===== config.mk =====
export PLATFORM = sky130hd
export DESIGN_NAME = frame_buffer_slot_pool_unit
export DESIGN_NICKNAME = d
export VERILOG_FILES = /design/src/hdl/fbsp_pkg.sv /design/src/hdl/frame_buffer_slot_pool_unit.sv /design/src/hdl/fbsp_ram.sv
export SDC_FILE = /design/constraint.sdc
export NUM_CORES = 1
export LEC_CHECK = 0
export CAP_MARGIN = 15
export CORE_UTILIZATION = 55
export DETAILED_ROUTE_END_ITERATION = 7
export DONT_BUFFER_PORTS = 1
export MAX_ROUTING_LAYER = met4
export PLACE_DENSITY_LB_ADDON = 0.3
export SKIP_CTS_REPAIR_TIMING = 1
export SYNTH_ARGS = -nofsm -noshare
export SYNTH_HDL_FRONTEND = slang
export SYNTH_SLANG_ARGS = --single-unit

===== constraint.sdc =====
create_clock -name clock -period 6.3 [get_ports clock]
set_clock_uncertainty 0.15 [all_clocks]
set_input_delay 1.575 -clock clock [delete_from_list [all_inputs] [get_ports clock]]
set_output_delay 1.575 -clock clock [all_outputs]
set_load 0.01 [all_outputs]

===== src/hdl/fbsp_pkg.sv =====
// Shared types and constants for the frame buffer slot pool.
package fbsp_pkg;

   localparam int SLOTS_DEFAULT = 16;
   localparam int FREE_COUNT_MAX = 31;

   localparam logic [2:0] CMD_TAKE_FREE     = 3'd0;
   localparam logic [2:0] CMD_TAKE_CAPTURED = 3'd1;
   localparam logic [2:0] CMD_RESET_POOL    = 3'd2;
   localparam logic [2:0] CMD_COUNT_FREE    = 3'd3;
   localparam logic [2:0] CMD_SET_STATE     = 3'd4;

   localparam logic [2:0] SLOT_FREE     = 3'd0;
   localparam logic [2:0] SLOT_HELD     = 3'd1;
   localparam logic [2:0] SLOT_CAPTURED = 3'd2;
   localparam logic [2:0] SLOT_STORING  = 3'd3;
   localparam logic [2:0] SLOT_UNUSABLE = 3'd4;

   typedef enum logic [1:0] {
      FSM_IDLE,
      FSM_SCAN,
      FSM_DONE
   } fsm_type;

endpackage


===== src/hdl/frame_buffer_slot_pool_unit.sv =====
// Top level of the frame buffer slot pool: slot state RAM, scan sequencer and result register.
//
// The pool keeps a state code for each of SLOTS slots in a RAM with a registered read. Take,
// reset-pool and count commands walk the RAM one slot per cycle through its single read port:
// a take that matches stops at the matching slot, while a take that misses, a reset pool and a
// count read all SLOTS slots; set state and an unknown command skip the scan. One command is
// worked on at a time, and the next one is accepted only after the result is loaded. A new
// command is accepted while the previous result still waits in the result register. After
// reset every slot reads as free through per-slot valid flags, so the block accepts commands
// at once with no clearing pass.
module frame_buffer_slot_pool_unit #(
   parameter int SLOTS = fbsp_pkg::SLOTS_DEFAULT
) (
   input  logic        clock,
   input  logic        reset,
   input  logic        req_tvalid,
   output logic        req_tready,
   input  logic [15:0] req_tdata,  // command[2:0], slot[6:3], new_state[9:7], zero fill
   output logic        rsp_tvalid,
   input  logic        rsp_tready,
   output logic [15:0] rsp_tdata   // found[0], slot_index[4:1], free_count[9:5], zero fill
);

   import fbsp_pkg::*;

   localparam int IW = $clog2(SLOTS);
   localparam int CW = $clog2(SLOTS + 1);

   logic [2:0] req_command;
   logic [3:0] req_slot;
   logic [2:0] req_new_state;
   logic       req_accept;

   fsm_type fsm_ff, fsm_in;

   logic [2:0]    cmd_ff, cmd_in;
   logic [IW-1:0] ptr_free_ff, ptr_free_in;
   logic [IW-1:0] ptr_cap_ff, ptr_cap_in;
   logic [IW-1:0] start_ff, start_in;
   logic [IW-1:0] addr_ff, addr_in;
   logic [CW-1:0] cnt_ff, cnt_in;
   logic [CW-1:0] free_ff, free_in;
   logic          rd_vld_ff, rd_vld_in;
   logic          rd_last_ff, rd_last_in;
   logic [IW-1:0] rd_addr_ff, rd_addr_in;
   logic [SLOTS-1:0] vld_ff, vld_in;

   logic          res_found_ff, res_found_in;
   logic [IW-1:0] res_idx_ff, res_idx_in;
   logic          rsp_tvalid_ff, rsp_tvalid_in;
   logic [15:0]   rsp_tdata_ff, rsp_tdata_in;

   logic          ram_we;
   logic [IW-1:0] ram_waddr;
   logic [2:0]    ram_wdata;
   logic          ram_re;
   logic [2:0]    ram_q;
   logic [2:0]    rd_state;
   logic          issue;
   logic          hit;
   logic [2:0]    want_code;
   logic [2:0]    mark_code;
   logic [IW+3:0] slot_ext;
   logic [IW+3:0] idx_ext;
   logic [CW+4:0] free_ext;
   logic [4:0]    free_sat;
   logic          out_free;

   assign req_command   = req_tdata[2:0];
   assign req_slot      = req_tdata[6:3];
   assign req_new_state = req_tdata[9:7];
   assign req_tready    = (fsm_ff == FSM_IDLE);
   assign req_accept    = req_tvalid && req_tready;
   assign out_free      = !rsp_tvalid_ff || rsp_tready;

   assign rd_state  = vld_ff[rd_addr_ff] ? ram_q : SLOT_FREE;
   assign want_code = (cmd_ff == CMD_TAKE_FREE) ? SLOT_FREE : SLOT_CAPTURED;
   assign mark_code = (cmd_ff == CMD_TAKE_FREE) ? SLOT_HELD : SLOT_STORING;
   assign issue     = (fsm_ff == FSM_SCAN) && (cnt_ff != CW'(SLOTS));
   assign hit       = (fsm_ff == FSM_SCAN) && rd_vld_ff && rd_state == want_code
                      && (cmd_ff == CMD_TAKE_FREE || cmd_ff == CMD_TAKE_CAPTURED);
   assign slot_ext  = (IW + 4)'(req_slot);
   assign ram_re    = issue;

   fbsp_ram #(
      .WIDTH(3),
      .DEPTH(SLOTS)
   ) u_state_ram (
      .clock  (clock),
      .wr_en  (ram_we),
      .wr_addr(ram_waddr),
      .wr_data(ram_wdata),
      .rd_en  (ram_re),
      .rd_addr(addr_ff),
      .rd_data(ram_q)
   );

   always_comb begin
      fsm_in = fsm_ff;
      case (fsm_ff)
         FSM_IDLE: begin
            if (req_accept) begin
               case (req_command)
                  CMD_TAKE_FREE, CMD_TAKE_CAPTURED, CMD_RESET_POOL, CMD_COUNT_FREE: begin
                     fsm_in = FSM_SCAN;
                  end
                  default: begin
                     fsm_in = FSM_DONE;
                  end
               endcase
            end
         end
         FSM_SCAN: begin
            if (hit || (rd_vld_ff && rd_last_ff)) begin
               fsm_in = FSM_DONE;
            end
         end
         FSM_DONE: begin
            if (out_free) begin
               fsm_in = FSM_IDLE;
            end
         end
         default: begin
            fsm_in = FSM_IDLE;
         end
      endcase
   end

   always_comb begin
      cmd_in        = cmd_ff;
      ptr_free_in   = ptr_free_ff;
      ptr_cap_in    = ptr_cap_ff;
      start_in      = start_ff;
      addr_in       = addr_ff;
      cnt_in        = cnt_ff;
      free_in       = free_ff;
      rd_vld_in     = issue;
      rd_last_in    = issue && (cnt_ff == CW'(SLOTS - 1));
      rd_addr_in    = addr_ff;
      vld_in        = vld_ff;
      res_found_in  = res_found_ff;
      res_idx_in    = res_idx_ff;
      rsp_tvalid_in = rsp_tvalid_ff && !rsp_tready;
      rsp_tdata_in  = rsp_tdata_ff;
      ram_we        = 1'b0;
      ram_waddr     = rd_addr_ff;
      ram_wdata     = SLOT_FREE;
      idx_ext       = (IW + 4)'(res_idx_ff);
      free_ext      = (CW + 5)'(free_ff);
      free_sat      = (32'(free_ff) > FREE_COUNT_MAX) ? 5'(FREE_COUNT_MAX) : free_ext[4:0];

      case (fsm_ff)
         FSM_IDLE: begin
            if (req_accept) begin
               cmd_in       = req_command;
               cnt_in       = '0;
               free_in      = '0;
               res_found_in = 1'b0;
               res_idx_in   = '0;
               case (req_command)
                  CMD_TAKE_FREE: begin
                     start_in = ptr_free_ff;
                     addr_in  = ptr_free_ff;
                  end
                  CMD_TAKE_CAPTURED: begin
                     start_in = ptr_cap_ff;
                     addr_in  = ptr_cap_ff;
                  end
                  default: begin
                     start_in = '0;
                     addr_in  = '0;
                  end
               endcase
               if (req_command == CMD_SET_STATE && 32'(req_slot) < SLOTS) begin
                  ram_we    = 1'b1;
                  ram_waddr = slot_ext[IW-1:0];
                  ram_wdata = req_new_state;
                  vld_in[slot_ext[IW-1:0]] = 1'b1;
               end
            end
         end
         FSM_SCAN: begin
            if (issue) begin
               addr_in = (addr_ff == IW'(SLOTS - 1)) ? '0 : addr_ff + 1'b1;
               cnt_in  = cnt_ff + 1'b1;
            end
            if (rd_vld_ff) begin
               case (cmd_ff)
                  CMD_TAKE_FREE, CMD_TAKE_CAPTURED: begin
                     if (hit) begin
                        ram_we       = 1'b1;
                        ram_wdata    = mark_code;
                        vld_in[rd_addr_ff] = 1'b1;
                        res_found_in = 1'b1;
                        res_idx_in   = rd_addr_ff;
                        if (cmd_ff == CMD_TAKE_FREE) begin
                           ptr_free_in = (start_ff == IW'(SLOTS - 1)) ? '0 : start_ff + 1'b1;
                        end else begin
                           ptr_cap_in = (start_ff == IW'(SLOTS - 1)) ? '0 : start_ff + 1'b1;
                        end
                     end
                  end
                  CMD_RESET_POOL: begin
                     if (rd_state != SLOT_UNUSABLE) begin
                        ram_we    = 1'b1;
                        ram_wdata = SLOT_FREE;
                        vld_in[rd_addr_ff] = 1'b1;
                     end
                  end
                  CMD_COUNT_FREE: begin
                     if (rd_state == SLOT_FREE) begin
                        free_in = free_ff + 1'b1;
                     end
                  end
                  default: begin
                  end
               endcase
            end
         end
         FSM_DONE: begin
            if (out_free) begin
               rsp_tvalid_in = 1'b1;
               rsp_tdata_in  = {6'd0, free_sat, idx_ext[3:0], res_found_ff};
            end
         end
         default: begin
         end
      endcase
   end

   always_ff @(posedge clock) begin
      if (reset) begin
         fsm_ff        <= FSM_IDLE;
         ptr_free_ff   <= '0;
         ptr_cap_ff    <= '0;
         cnt_ff        <= '0;
         rd_vld_ff     <= 1'b0;
         rd_last_ff    <= 1'b0;
         vld_ff        <= '0;
         rsp_tvalid_ff <= 1'b0;
      end else begin
         fsm_ff        <= fsm_in;
         ptr_free_ff   <= ptr_free_in;
         ptr_cap_ff    <= ptr_cap_in;
         cnt_ff        <= cnt_in;
         rd_vld_ff     <= rd_vld_in;
         rd_last_ff    <= rd_last_in;
         vld_ff        <= vld_in;
         rsp_tvalid_ff <= rsp_tvalid_in;
      end
   end

   always_ff @(posedge clock) begin
      cmd_ff       <= cmd_in;
      start_ff     <= start_in;
      addr_ff      <= addr_in;
      free_ff      <= free_in;
      rd_addr_ff   <= rd_addr_in;
      res_found_ff <= res_found_in;
      res_idx_ff   <= res_idx_in;
      rsp_tdata_ff <= rsp_tdata_in;
   end

   assign rsp_tvalid = rsp_tvalid_ff;
   assign rsp_tdata  = rsp_tdata_ff;

   assert property (@(posedge clock) disable iff (reset)
      32'(ptr_free_ff) < SLOTS && 32'(ptr_cap_ff) < SLOTS)
      else $error("Take pointer left the slot range.");

   assert property (@(posedge clock) disable iff (reset)
      ram_we |-> (fsm_ff == FSM_IDLE || fsm_ff == FSM_SCAN))
      else $error("State RAM written outside idle or scan.");

   assert property (@(posedge clock) disable iff (reset)
      (fsm_ff == FSM_SCAN) |-> (free_ff <= cnt_ff))
      else $error("Free count exceeds the number of slots read.");

   assert property (@(posedge clock) disable iff (reset)
      hit |=> (fsm_ff == FSM_DONE && res_found_ff))
      else $error("Take hit did not close the scan.");

endmodule


===== src/hdl/fbsp_ram.sv =====
// Generic simple dual-port RAM with one write port and a registered read port.
module fbsp_ram #(
   parameter int WIDTH = 8,
   parameter int DEPTH = 16
) (
   input  logic                     clock,
   input  logic                     wr_en,
   input  logic [$clog2(DEPTH)-1:0] wr_addr,
   input  logic [WIDTH-1:0]         wr_data,
   input  logic                     rd_en,
   input  logic [$clog2(DEPTH)-1:0] rd_addr,
   output logic [WIDTH-1:0]         rd_data
);

   logic [WIDTH-1:0] mem_ff [DEPTH];
   logic [WIDTH-1:0] rd_data_ff;

   always_ff @(posedge clock) begin
      if (wr_en) begin
         mem_ff[wr_addr] <= wr_data;
      end
      if (rd_en) begin
         rd_data_ff <= mem_ff[rd_addr];
      end
   end

   assign rd_data = rd_data_ff;

endmodule


* Word-level counts from Yosys, hierarchy flattened
Memories as Yosys holds them, arrays and structs flattened. A register that Yosys moved wholly into a read port is not among the register bits.
Cells that the tools add are included.
** Storage, ports and cells
- Memories kept :: 1
- Bits in latches :: 0
- Input port bits :: 20
- Word-level logic and storage cells :: 151
- Register bits after elaboration :: 69
- Memory bits (read-only) :: 0
- RAM bits :: 48
** Cells by class
- Bitwise gates (word level) :: 3
- Multiplexer cells :: 64
- $mul :: 0
- Eq/ne operators :: 28
- Add/subtract/negate cells :: 4
- $lt $le $gt $ge :: 4
- Div/mod/pow operators :: 0
- Shift-type cells :: 0
- Reductions and logical operators :: 31
** Memory list
- u_state_ram.mem_ff :: words 16, width 3, read ports 1, clocked after memory_dff 1, wr ports 1, RTL line fbsp_ram.sv:15 : logic [WIDTH-1:0] mem_ff [DEPTH];
** Operator list (count)
- $mux 16 :: 5
- $pmux 16 s2 :: 2
- $mux 4 :: 11
- $or 16x16->16 :: 2
- $mux 5 :: 5
- $pmux 4 s2 :: 3
- $pmux 5 s2 :: 2
- $reduce_and 5->1 :: 4
- $mux 2 :: 9
- $mux 1 :: 16
- $eq 3x2->1 const B :: 4
- $ne 2x1->1 const B :: 6
- $add 5x1->5 const B :: 2
- $logic_and 1x1->1 :: 10
- $lt 4x5->1 const B :: 2
- $logic_not 3->1 :: 3
- $mux 3 :: 3
- $ne 3x3->1 const B :: 3
- $add 4x1->4 const B :: 2
- $demux 1 s4 :: 2
- $eq 4x4->1 const B :: 2
- $ge 4x1->1 const B :: 2
- $ne 2x2->1 const B :: 4
- $reduce_and 7->1 :: 1
- 21 further kinds :: 29

* Logic depth before layout (Yosys ltp)
- Word-level depth :: 12
- Gate-level depth with buffers :: 9
- Gate-level depth less buffers :: 9

* Modules after synthesis
A second synthesis with hierarchy kept.
** Second synthesis, totals
- Cell total of the unflattened synthesis :: 454
- Area, all modules :: 5557.8 µm²
** Modules (own cells, without submodules)
- frame_buffer_slot_pool_unit :: area each 3515.9 µm², instances 1, seq. area each 1691.6 µm², cells an instance 351
- fbsp_ram :: area each 2042.0 µm², instances 1, seq. area each 1531.5 µm², cells an instance 103

* Worst setup path before layout
OpenSTA, ideal clock, no wires.
- Path kind :: input -> register
- From :: input port req_tvalid
- To :: memory u_state_ram.mem_ff[14][0], enable pin
- Arrival time :: 3.259 ns
- Path buffers :: 2
- Cell stages on the path :: 8
- Setup slack :: 2.572 ns
- Path through :: or3b_1 > clkbuf_1 > o41ai_1 > o31ai_1 > mux2_2 > buf_6 > or2_1 > nor2_1
** Between the ends
- Cells in the longest elaborated chain, start to end :: 5
** Ends and longest elaborated chain
- start: declaration :: RTL line frame_buffer_slot_pool_unit.sv:16 : input logic req_tvalid,
- $logic_and 1x1->1 (*) :: RTL line frame_buffer_slot_pool_unit.sv:73 : assign req_accept = req_tvalid && req_tready;
- $mux 1 :: RTL line frame_buffer_slot_pool_unit.sv:154 : if (req_accept) begin
- $pmux 1 s2 :: RTL line frame_buffer_slot_pool_unit.sv:152 : case (fsm_ff)
- $mux 1 :: RTL line fbsp_ram.sv:19 : if (wr_en) begin
- $mux 1 (implied by the code) :: RTL line fbsp_ram.sv:20 : mem_ff[wr_addr] <= wr_data;
- end: declaration :: RTL line fbsp_ram.sv:15
Mark *: on every way between the ends. The rest lies on a longest branch, timed or not.

* Final worst setup path
- From :: input port req_tvalid
- To :: memory u_state_ram.mem_ff[7][1], enable pin
Same word-level chain as after synthesis.

==> results.toml <==
[synthesis]
synth_top_cell_by_area = "sky130_fd_sc_hd__edfxtp_1"
postSynthCellCount = 384
yosysUniqueCellTypes = 49
syn_area_per_cell_sq_um = 13.4
postSynthRegisterBits = 120
synthesis.area_sq_um = 5140
post_synth_main_area_contributors = "sky130_fd_sc_hd__edfxtp_1 (48%), sky130_fd_sc_hd__dfxtp_1 (15%), sky130_fd_sc_hd__mux4_2 (8.3%)"
ys.warnings.count = 0
ys_seq_area_share_pct = 62.7
dominantRegCellSynth = "sky130_fd_sc_hd__edfxtp_1"
number_of_flops_mapped_to_enable_cells_by_yosys = 82
synth_top_cell_area_share_pct = 47.9
synth-async-reset-ratio_pct = 0

[clocking]
clock-sinks = 120
cts_max_level = 4
clk_pin_slew_ps = 60
tritoncts = "yes"
cts_max_path_buffers = 2
numCtsBuffers = 17
clock_latency_reported_for_the_late_side_of_the_worst_skew_pair_ps = 520
cts.root.buffer_cell = "sky130_fd_sc_hd__clkbuf_8"

[routing]
post_drt_via_cell_ratio = 6.01
route.detailed.drc = 0
route.vias.total = 3033
route.final.wire_length_um = 9670
detail_route.iter0.violations = 185
dr.pass1.iters = 4
drtAntennaViolNets = 0
route.detailed.wl_per_inst_um = 19.1

[placed_design]
buffer_ports.inserted = 0
routabilityCongestion = 0.897
dp_hpwl_um = 6600

[worst_hold_path]
whs_endpoint = "rsp_tdata[2]"
min-delay-start = "res_idx_ff[1]"
classification_of_the_worst_slack_hold_path = "reg -> reg"
min_delay_path_depth = 0

[power_and_ir_drop]
vdd_ir_drop_max_v = 0.000235
power-per-cell-area_nw_per_um2 = 340
power_leakage_uw = 0.00196
post-layout-total-power_uw = 1960

[floorplan]
boundary_pins = 38
die_area_sq_um = 9740
dieHeight_um = 98.7
dieWidth_um = 98.7
rows = 34
start_util_pct = 57.8
core_area_sq_um = 8890

[job]
max-cap-violations = 0

[grt]
initial_antenna_violation_count = 0
grt.overflow.total = 0
grt_pass1_vias = 2981
grt_first_pass_wirelength_um = 15500
gr-usage-all-layers_pct = 22.8
grt_max_degree = 23

[timing]
max_slew_margin_pct = 28.3
setup_tns_ps = 0
setup-violations-final = 0
clock.fmax_mhz = 240
final.period_utilization_pct = 66.2
tmin_final_ps = 4170
hold_ws_ps = 270
worst-slew-pin-transition_ps = 1070
final-max-slew-violation-count = 0
final_hold_violation_count = 0
grt_setup_unrepaired = "no"

[cells_and_area]
final_layout_size_suffix_gt1_share_pct = 14.6
antennaDiodeCount = 0
final_nets = 410
syn_to_final_growth_pct = 12.0

[outcome]
outcome = "completed"

[worst_setup_path]
worst_r2r_startpoint = "fsm_ff[0]"
cp-start-kind = "primary input"
crit_path_required_time_ps = 6290
crit_type = "in -> reg"
ff2ff_setup_slack_ps = 2780
r2r.worst_path.cells = 5
critPathMaxFanout = 22
rr_endpoint = "u_state_ram.mem_ff[7][1]"
timing.critical_path.arrival_ps = 4170
end_kind = "flop"
[cell usage after synthesis (2+ instances only)]
cell type,instances
sky130_fd_sc_hd__nor3b_2,2
sky130_fd_sc_hd__or3b_1,2
sky130_fd_sc_hd__nor3b_1,3
sky130_fd_sc_hd__dfxtp_1,38
sky130_fd_sc_hd__nand3b_1,2
sky130_fd_sc_hd__o31ai_1,3
sky130_fd_sc_hd__nand2b_1,5
sky130_fd_sc_hd__xnor2_1,2
sky130_fd_sc_hd__inv_1,18
sky130_fd_sc_hd__nor3_1,20
sky130_fd_sc_hd__mux4_2,19
sky130_fd_sc_hd__a21oi_1,14
sky130_fd_sc_hd__xor2_1,6
sky130_fd_sc_hd__nand3_1,6
sky130_fd_sc_hd__o21ai_0,7
sky130_fd_sc_hd__nand4_1,3
sky130_fd_sc_hd__o21a_1,11
sky130_fd_sc_hd__and2_1,6
sky130_fd_sc_hd__nand2_1,21
sky130_fd_sc_hd__and3_1,2
sky130_fd_sc_hd__or2_1,3
sky130_fd_sc_hd__ha_1,6
sky130_fd_sc_hd__buf_4,7
sky130_fd_sc_hd__nor2_1,34
sky130_fd_sc_hd__a31oi_1,9
sky130_fd_sc_hd__o31ai_2,2
sky130_fd_sc_hd__mux2i_1,15
sky130_fd_sc_hd__mux2_2,2
sky130_fd_sc_hd__buf_1,3
sky130_fd_sc_hd__edfxtp_1,82
sky130_fd_sc_hd__clkbuf_1,11
sky130_fd_sc_hd__buf_2,2
sky130_fd_sc_hd__or4_1,2
[logic make-up (layout without fill, tap and decap cells)]
logic type                 Yosys count  after routing  share of synthesized area, %
buffers and inverters               42             50                          3.77
xor gates and xnor gates             8              8                          1.36
and+or+nand+nor                    116            116                          11.7
DFF                                120            120                          62.7
AOI/OAI and AO/OA                   54             54                          7.01
muxes                               37             37                          11.9
adders and majority gates            6              6                          1.46
other                                1              6                        0.0729
[power breakdown]
group | switching [uW] | leakage [uW] | total [uW] | internal, uW
Sequential | 38.2 | 0.00107 | 905 | 867
Clock | 349 | 0.000279 | 953 | 604
Combinational | 54.3 | 0.000612 | 103 | 48.7
Total | 442 | 0.00196 | 1960 | 1520
[sequential cells by signal, indices dropped and copies added, names as in the netlist]
register             flops
ptr_cap_ff               4
rsp_tvalid               1
rd_vld_ff                1
rd_last_ff               1
fsm_ff                   2
free_ff                  5
vld_ff                  16
ptr_free_ff              4
cnt_ff                   5
u_state_ram.rd_data      3
res_idx_ff               4
rsp_tdata               10
u_state_ram.mem_ff      48
cmd_ff                   3
res_found_ff             1
start_ff                 4
addr_ff                  4
rd_addr_ff               4
[critical path, stage by stage]
cell and delay [ps]:
sky130_fd_sc_hd__or3b_1 480, sky130_fd_sc_hd__nor4_4 850, sky130_fd_sc_hd__o31ai_1 220, sky130_fd_sc_hd__mux2_2 420
sky130_fd_sc_hd__nor3_1 630
[worst max-delay path by stage]
| stage | from | to | cells after the start |
|---|---|---|---|
| floorplan | req_tvalid | u_state_ram.mem_ff[14][0] | 8 |
| global placement | req_tvalid | u_state_ram.mem_ff[3][2] | 5 |
| detailed placement | req_tvalid | u_state_ram.mem_ff[3][2] | 5 |
| CTS | req_tvalid | u_state_ram.mem_ff[3][0] | 5 |
| global route | req_tvalid | u_state_ram.mem_ff[3][0] | 5 |
| finish | req_tvalid | u_state_ram.mem_ff[7][1] | 5 |
[layout make-up]
type	instances	area [sq um]
Multi-Input combinational cell	227	1740
Fill cell	630	3130
Sequential cell	120	3220
Inverter	18	67.6
Clock inverter	14	174
Clock buffer	18	418
Tap cell	108	135
[through the flow]
step           setup slack, ps  instances  util (%)  cell area (sq um)
2_1_floorplan             2570        389         -               5160
3_3_place_gp              1710        473      58.1               5170
3_5_place_dp              1650        473      58.1               5170
4_1_cts                   2160        505      64.8               5760
5_1_grt                   2020        505      64.8               5760
6_report                  2130        505      64.8               5760
[placed cells by master, fill, tap and decap left out, drive strengths merged, types with 2 or more instances in the layout]
| master | count |
|---|---|
| a21oi | 15 |
| and2 | 6 |
| mux2 | 2 |
| conb | 6 |
| edfxtp | 82 |
| or2 | 3 |
| o21a | 11 |
| clkinv | 6 |
| xnor2 | 2 |
| a31oi | 9 |
| nor2 | 34 |
| xor2 | 6 |
| nand4 | 3 |
| nand2b | 5 |
| nand2 | 21 |
| ha | 6 |
| bufinv | 3 |
| nor3b | 5 |
| inv | 20 |
| clkinvlp | 3 |
| and3 | 2 |
| clkbuf | 18 |
| mux2i | 16 |
| nand3 | 6 |
| nand3b | 2 |
| or4 | 2 |
| o21ai | 7 |
| nor3 | 20 |
| mux4 | 19 |
| dfxtp | 38 |
| or3b | 2 |
| o31ai | 5 |
[metal layers]
| metal | share of wire [%] | vias up | GRT usage (%) |
|---|---|---|---|
| li1 | - | 1429 | - |
| met1 | 43 | 1480 | 27.1 |
| met2 | 50 | 109 | 36.1 |
| met3 | 4.9 | 15 | 6.95 |
| met4 | 2.2 | 0 | 10.2 |
| met5 | 0 | - | - |
No activity file was read; power rests on OpenSTA's default activity.
